## config.mk

```make
export PLATFORM = sky130hd
export DESIGN_NAME = qte_cordic
export DESIGN_NICKNAME = d
export VERILOG_FILES = /design/src/design/qte_pkg.sv /design/src/design/qte_cordic.sv
export SDC_FILE = /design/constraint.sdc
export NUM_CORES = 2
export LEC_CHECK = 0
export BUFFER_PORTS_ARGS = -buffer_cell sky130_fd_sc_hd__buf_2
export CORE_ASPECT_RATIO = 0.6
export CORE_MARGIN = 2
export CORE_UTILIZATION = 45
export CTS_CLUSTER_DIAMETER = 150
export CTS_CLUSTER_SIZE = 24
export DETAILED_ROUTE_END_ITERATION = 8
export MAX_ROUTING_LAYER = met4
export PLACE_DENSITY = 0.56
export SLEW_MARGIN = 20
export SYNTH_ARGS = -nofsm -noshare
export SYNTH_HDL_FRONTEND = slang
export SYNTH_SLANG_ARGS = --single-unit
```

## constraint.sdc

```tcl
create_clock -name clk -period 10.1 [get_ports clk]
set_input_delay 1.515 -clock clk [delete_from_list [all_inputs] [get_ports clk]]
set_output_delay 1.515 -clock clk [all_outputs]
set_load 0.005 [all_outputs]
```

## src/design/qte_pkg.sv

```systemverilog
// ----------------------------------------------------------------------------
// qte_pkg: shared types and constants for the quaternion to Euler angle block
// Widths of the datapath, CORDIC arctangent table and the scaled-terms bundle.
// ----------------------------------------------------------------------------
package qte_pkg;

  // field widths
  localparam int IN_W    = 16;
  localparam int ANG_W   = 16;
  localparam int PITCH_W = 15;

  // datapath widths
  localparam int RAW_W  = 34;  // raw matrix terms, |t| <= 2^32
  localparam int TERM_W = 32;  // block-scaled terms, |t| <= 2^30
  localparam int SQ_W   = 62;  // sum of two squares
  localparam int ROOT_W = 31;  // floor square root
  localparam int CX_W   = 34;  // CORDIC x/y
  localparam int Z_W    = 20;  // CORDIC angle, Q.16
  localparam int STEPS  = 16;  // CORDIC iterations

  // leading-one position that scaled terms are normalized to
  localparam logic [5:0] NORM_POS = 6'd29;

  // angle constants
  localparam logic signed [Z_W-1:0] HALF_PI_Q16 = 20'sd102944;
  localparam logic [ANG_W-1:0]      PI_Q13      = 16'd25736;
  localparam logic [ANG_W-1:0]      HALF_PI_Q13 = 16'd12868;

  // pipeline depths
  localparam int TERMS_LAT  = 5;
  localparam int CORDIC_LAT = STEPS + 2;

  // five rotation-matrix terms after block scaling
  typedef struct packed {
    logic signed [TERM_W-1:0] r00;
    logic signed [TERM_W-1:0] r10;
    logic signed [TERM_W-1:0] r20;
    logic signed [TERM_W-1:0] r21;
    logic signed [TERM_W-1:0] r22;
    logic                     deg;
  } terms_t;

  // atan(2^-i) in Q.16, rounded to nearest
  function automatic logic signed [Z_W-1:0] atan_q16(input int i);
    logic signed [Z_W-1:0] a;
    case (i)
      0:       a = 20'sd51472;
      1:       a = 20'sd30386;
      2:       a = 20'sd16055;
      3:       a = 20'sd8150;
      4:       a = 20'sd4091;
      5:       a = 20'sd2047;
      6:       a = 20'sd1024;
      7:       a = 20'sd512;
      8:       a = 20'sd256;
      9:       a = 20'sd128;
      10:      a = 20'sd64;
      11:      a = 20'sd32;
      12:      a = 20'sd16;
      13:      a = 20'sd8;
      14:      a = 20'sd4;
      15:      a = 20'sd2;
      default: a = 20'sd0;
    endcase
    return a;
  endfunction

endpackage

```

## src/design/qte_cordic.sv

```systemverilog
// ----------------------------------------------------------------------------
// qte_cordic: pipelined CORDIC atan2 in vectoring mode
// Quadrant pre-rotation, one iteration per stage, then round and clamp; a zero vector gives zero.
// ----------------------------------------------------------------------------
module qte_cordic (
  input  logic                              clk,
  input  logic                              en,
  input  logic signed [qte_pkg::CX_W-1:0]   in_y,
  input  logic signed [qte_pkg::CX_W-1:0]   in_x,
  input  logic [qte_pkg::ANG_W-1:0]         lim,
  output logic signed [qte_pkg::ANG_W-1:0]  angle
);

  localparam int XW = qte_pkg::CX_W;
  localparam int ZW = qte_pkg::Z_W;
  localparam int NS = qte_pkg::STEPS;

  logic signed [XW-1:0] xs  [NS+1];
  logic signed [XW-1:0] ys  [NS+1];
  logic signed [ZW-1:0] zs  [NS+1];
  logic                 zf  [NS+1];
  logic signed [XW-1:0] nx  [NS+1];
  logic signed [XW-1:0] ny  [NS+1];
  logic signed [ZW-1:0] nz  [NS+1];

  logic signed [ZW-1:0] rz, lim_z;

  // pre-rotation and iterations
  always_comb begin
    if (in_x < 0) begin
      if (in_y >= 0) begin
        nx[0] = in_y;
        ny[0] = -in_x;
        nz[0] = qte_pkg::HALF_PI_Q16;
      end else begin
        nx[0] = -in_y;
        ny[0] = in_x;
        nz[0] = -qte_pkg::HALF_PI_Q16;
      end
    end else begin
      nx[0] = in_x;
      ny[0] = in_y;
      nz[0] = '0;
    end
    for (int k = 1; k <= NS; k++) begin
      if (ys[k-1] < 0) begin
        nx[k] = xs[k-1] - (ys[k-1] >>> (k - 1));
        ny[k] = ys[k-1] + (xs[k-1] >>> (k - 1));
        nz[k] = zs[k-1] - qte_pkg::atan_q16(k - 1);
      end else begin
        nx[k] = xs[k-1] + (ys[k-1] >>> (k - 1));
        ny[k] = ys[k-1] - (xs[k-1] >>> (k - 1));
        nz[k] = zs[k-1] + qte_pkg::atan_q16(k - 1);
      end
    end
  end

  // round Q.16 to Q.13
  assign rz    = (zs[NS] + $signed(ZW'(4))) >>> 3;
  assign lim_z = ZW'(lim);

  always_ff @(posedge clk) begin
    if (en) begin
      zf[0] <= (in_x == 0) && (in_y == 0);
      for (int k = 0; k <= NS; k++) begin
        xs[k] <= nx[k];
        ys[k] <= ny[k];
        zs[k] <= nz[k];
        if (k > 0) zf[k] <= zf[(k > 0) ? k - 1 : 0];
      end
      if (zf[NS]) begin
        angle <= '0;
      end else if (rz > lim_z) begin
        angle <= qte_pkg::ANG_W'(lim_z);
      end else if (rz < -lim_z) begin
        angle <= qte_pkg::ANG_W'(-lim_z);
      end else begin
        angle <= qte_pkg::ANG_W'(rz);
      end
    end
  end

endmodule

```

-- Word-level counts from Yosys, hierarchy flattened
Memories as Yosys holds them, arrays and structs flattened.
Index checks and enable logic that the tools add are counted.
- memories: 4
- bits of input ports: 86
- output and inout bits: 16
- RAM bits: 1513
- logic and storage cells: 217
- flip-flop bits (word level): 16
- $lt $le $gt $ge: 20
- add/subtract/negate cells: 99
- muxes and demuxes: 90
- reductions and logical operators: 3
- memory list (name ; words ; width ; rd ports ; clocked after memory_dff ; wr ports ; line ; source):
    xs ; 17 ; 34 ; 16 ; 0 ; 17 ; qte_cordic.sv:18 ; logic signed [XW-1:0] xs [NS+1];
    ys ; 17 ; 34 ; 16 ; 0 ; 17 ; qte_cordic.sv:19 ; logic signed [XW-1:0] ys [NS+1];
    zs ; 17 ; 20 ; 17 ; 0 ; 17 ; qte_cordic.sv:20 ; logic signed [ZW-1:0] zs [NS+1];
    zf ; 17 ; 1 ; 17 ; 0 ; 17 ; qte_cordic.sv:21 ; logic zf [NS+1];
- operator list (operator ; count):
    $mux 34 ; 36
    $mux 20 ; 50
    $lt 34x1->1 const B ; 17
    $add 20x20->20 ; 16
    $sub 20x20->20 ; 16
    $add 34x19->34 ; 2
    $add 34x20->34 ; 2
    $add 34x21->34 ; 2
    $add 34x22->34 ; 2
    $add 34x23->34 ; 2
    $add 34x24->34 ; 2
    $add 34x25->34 ; 2
    $add 34x26->34 ; 2
    $add 34x27->34 ; 2
    $add 34x28->34 ; 2
    $add 34x29->34 ; 2
    $add 34x30->34 ; 2
    $add 34x31->34 ; 2
    $add 34x32->34 ; 2
    $add 34x33->34 ; 2
    $logic_not 34->1 ; 2
    $neg 34->34 ; 2
    $sub 34x19->34 ; 2
    $sub 34x20->34 ; 2
    other kinds (23) ; 39

-- Longest topological paths before layout
An unclocked memory read counts as a cell.
- word-level depth: 5
- gate-level depth with buffers: 22
- depth with buffers taken out: 22

-- Least setup slack after synthesis
OpenSTA, ideal clock, no wires.
- path kind: input -> register
- start point: in lim[1] in the netlist's numbering
- end point: reg angle[7] in the netlist's numbering (data pin)
- setup slack: 4.616 ns
- setup time: 0.174 ns
- arrival: 5.310 ns
- required time: 9.926 ns
- buffers on the path: 4
- stages on the path: 21
- cell sequence: inv_1 > ha_1 > nand3_1 > or3_1 > clkbuf_1 > or3_1 > or3_1 > clkbuf_1 > nor3_1 > xnor2_1 > ha_1 > nand3_1 > nand2_1 > nand2_1 > a31oi_1 > o31ai_1 > a21oi_1 > clkbuf_1 > clkbuf_1 > nand2_1 > a311oi_1
- longest elaborated chain between the ends: 4
- elaborated cells between the ends (all ways): 5
- those cells by class: add/sub (1); order compare (2); mux (2)
- ends and longest elaborated chain (item ; line ; source):
    start, declared ; qte_cordic.sv:10 ; input logic [qte_pkg::ANG_W-1:0] lim,
    $neg 16->20 ; qte_cordic.sv:76 ; angle <= qte_pkg::ANG_W'(-lim_z);
    $lt 17x20->1 ; qte_cordic.sv:75 ; end else if (rz < -lim_z) begin
    $mux 16 ; qte_cordic.sv:75 ;
    $mux 16 (*) ; qte_cordic.sv:73 ; end else if (rz > lim_z) begin
    end signal, assigned ; qte_cordic.sv:74 ; angle <= qte_pkg::ANG_W'(lim_z);
    end signal, assigned ; qte_cordic.sv:76 ;
    end signal, assigned ; qte_cordic.sv:78 ; angle <= qte_pkg::ANG_W'(rz);
    end, declared ; qte_cordic.sv:11 ; output logic signed [qte_pkg::ANG_W-1:0] angle
Every way passes the cells marked *; elsewhere a longest branch is shown, timed or not.
A chain may end at the register's enable or synchronous reset.

==> summary.txt <==
Critical path
  – Startpoint Class: register
  – CP endpoint kind: register
  – CP arrival: 6.62 ns
  – FF-to-FF Start: ys[0][35]$_DFFE_PP_
  – FF-to-FF End: xs[0][100]$_DFFE_PP_
  – CP Class: reg -> reg
  – WP data required: 10.64 ns
  – Crit path max fanout: 5
  – R2R Setup Slk: 4.02 ns
  – FF-to-FF path depth: 20

Synth
  – Ys async rst share: 0
  – Post-synthesis compound-gate area fraction: 0.186
  – Synthesized net count: 13657
  – Gate Count Post-Synth: 12254
  – Most frequent cell after synthesis: edfxtp_1
  – Main combinational cell family by area after synthesis: compound AO/OA/AOI/OAI gates
  – Share of the synthesized area in the top cell type: 0.351
  – Synth unique cells: 85
  – Dominant cell type by area after synthesis: edfxtp_1
  – Synth Area in Adders: 0.147
  – Synthesized flop and latch total: 1338
  – Post-synthesis mux area share: 0.00629
  – Synth Area in Simple Gates: 0.147
  – Post-Syn Area: 114000 um2
  – Synth area leaders: edfxtp_1 (35%), ha_1 (14%), xnor2_1 (8.6%)
  – Post-Synth XOR/XNOR Area: 0.134
  – Synth top cells by count: edfxtp_1 (1338), a21oi_1 (1312), nor2_1 (1280)
  – Prevailing post-synth register cell: edfxtp_1
  – Sequential share of the synthesized area: 0.351
  – Synth Warn #: 0
  – Syn avg cell area: 9.33 um2
  – Post-synth EDFFs: 1338

Detailed routing
  – Initial DRC count: 9563
  – WL final: 342 mm
  – Pre-antenna DRT Iters: 8
  – DRC Markers: 0
  – Post-DR wirelength/cell: 21.8 um
  – Via count: 93067
  – Final ANT Viol Nets: 0
  – Avg Vias per Cell: 5.94

STA
  – Sum Neg Setup Slack: 0 ns
  – Final worst slack: 4.02 ns
  – RSZ-0062 raised after global routing: false
  – Fin. Hold Viols: 0
  – Max transition margin: -0.0588
  – Final worst-path cycle share: 0.602
  – Skew final: 0.0460 ns
  – Max Slew Vio Count: 2
  – Hold_ws: 0.410 ns
  – Fin crit period: 6.08 ns
  – Highest Clock Rate: 0.165 GHz
  – Slew @ Worst Pin: 1.58 ns
  – Final Setup Violations: 0

Floorplanning
  – Die Span X: 655 um
  – Row cnt: 143
  – IO Count: 102
  – Die Height: 395 um
  – Die footprint: 258000 um2
  – Core area: 253000 um2
  – Initial Util: 0.452

Placement
  – Routability cong.: 1.00
  – Post-DP HPWL: 276 mm
  – Worst slack at placement: 3.72 ns
  – PortBufs: 101

Global route
  – GRT Total Usage: 0.263
  – Vias in the first global route: 84484
  – Initial antenna violation count: 10
  – Grt ovf: 0
  – Largest net degree at the start of global routing: 154
  – First-pass GRT wire length: 517 mm

Min path
  – Hold path endpoint: zs[0][168]$_DFFE_PP_
  – Hold_sp: zs[0][148]$_DFFE_PP_
  – Hold path depth: 0
  – Worst min path class: reg -> reg

Clock network
  – Resized cells post-CTS: 0
  – Setup Buffers After CTS: 0
  – # H-tree levels: 2
  – Worst-path clk slew: 0.10 ns
  – Hold-fix buffers, CTS: 0
  – Clock buffer depth: 3
  – Clk_lat worst skew: 0.80 ns
  – Clk sink count: 1338
  – CTS Buf Count: 61
  – CTS tree: yes
  – Clock root buffer master: clkbuf_16

Job
  – Max_cap viols: 1

Status
  – Violated checks: capacitance limit, slew limit
  – Status: complete, but fails checks

Final layout
  – Final nets: 13662
  – Share of layout cells above drive strength 1: 0.0292
  – Area growth, synth to finish: 5.34%
  – Fin util: 0.476
  – # fillers: 24115
## per-stage QoR
step / instances / area (um2)
5_1_grt: 15673 / 120000
4_1_cts: 15668 / 120000
2_1_floorplan: 12254 / 114000
3_5_place_dp: 15603 / 119000
3_3_place_gp: 15603 / 119000
6_report: 15674 / 120000
## worst max-delay path: stages (launching register included)
cell,delay [ns]
edfxtp_1,0.50
inv_1,0.12
ha_1,0.19
nand2_1,0.07
nor3_1,0.51
nand2_1,0.33
nor2_1,0.50
and2_1,0.35
nor2_1,0.08
xnor2_1,0.16
ha_1,0.38
nand4_1,0.25
or3_1,0.46
a2111oi_1,0.89
o21a_1,0.22
o21ai_0,0.09
nand2b_1,0.15
a2111o_1,0.17
a31oi_1,0.11
o21ai_0,0.23
xor2_1,0.09
## final cells by class
class / instances / area, um2 / share of cell area
diodes: 6 / 15.0 / 0.000125
clock buffers: 61 / 1530 / 0.0127
clock inverters: 4 / 50.0 / 0.000415
inverters: 638 / 2390 / 0.0199
multi-input cells: 10058 / 71000 / 0.589
flip-flops and latches: 1338 / 40200 / 0.333
well taps: 3407 / 4260 / 0.0354
repair buffers: 162 / 1070 / 0.00887
## logic make-up after synthesis
family	Yosys count
simple gates	3511
flops	1338
mux	67
fa+ha+maj	1317
buf+inv	858
compound gates	3419
xor+xnor	1744
## state kept, by name, indices dropped and copies added, names as in the netlist
name   count
angle     16
zs       299
xs       495
zf        17
ys       511
## worst max-delay path by stage
stage / from / to / slack [ns] / cells past startpoint
after global routing: ys[0][35]$_DFFE_PP_ / xs[0][100]$_DFFE_PP_ / 3.62 / 20
after global placement: lim[0] / angle[2]$_SDFFCE_PP0P_ / 3.59 / 20
final: ys[0][35]$_DFFE_PP_ / xs[0][100]$_DFFE_PP_ / 4.02 / 20
after detailed placement: lim[2] / angle[2]$_SDFFCE_PP0P_ / 3.72 / 20
after CTS: ys[0][35]$_DFFE_PP_ / xs[0][100]$_DFFE_PP_ / 3.99 / 20
after floorplan: lim[1] / angle[7]$_SDFFCE_PP0P_ / 4.62 / 21
## layer usage
metal  vias to the layer above  part of all wire  track usage
li1                      44785                 -            -
met1                     45083              0.54        0.443
met2                      3040              0.36        0.320
met3                       159             0.088       0.0493
met4                         0            0.0084       0.0246
met5                         -                 0            -
## layout by cell type (no fill, tap or decap), types with 124 or more instances in the layout
master	synthesis	final
a31oi_1	127	127
xnor2_1	1117	1114
nand3_1	187	187
nor4_1	131	130
inv_1	635	635
edfxtp_1	1338	1338
and3_1	124	124
ha_1	1274	1274
xor2_1	627	627
nor2b_1	178	178
nor2_1	1280	1280
o21a_1	164	164
nor3_1	391	391
nand2_1	603	603
nand2b_1	153	153
o21bai_1	157	157
a21oi_1	1312	1311
o21ai_0	575	575
a21o_1	452	452
Power is left out: the tool's default activity adds up to more than one toggle a clock period on the data nets, which glitch-free logic cannot reach.
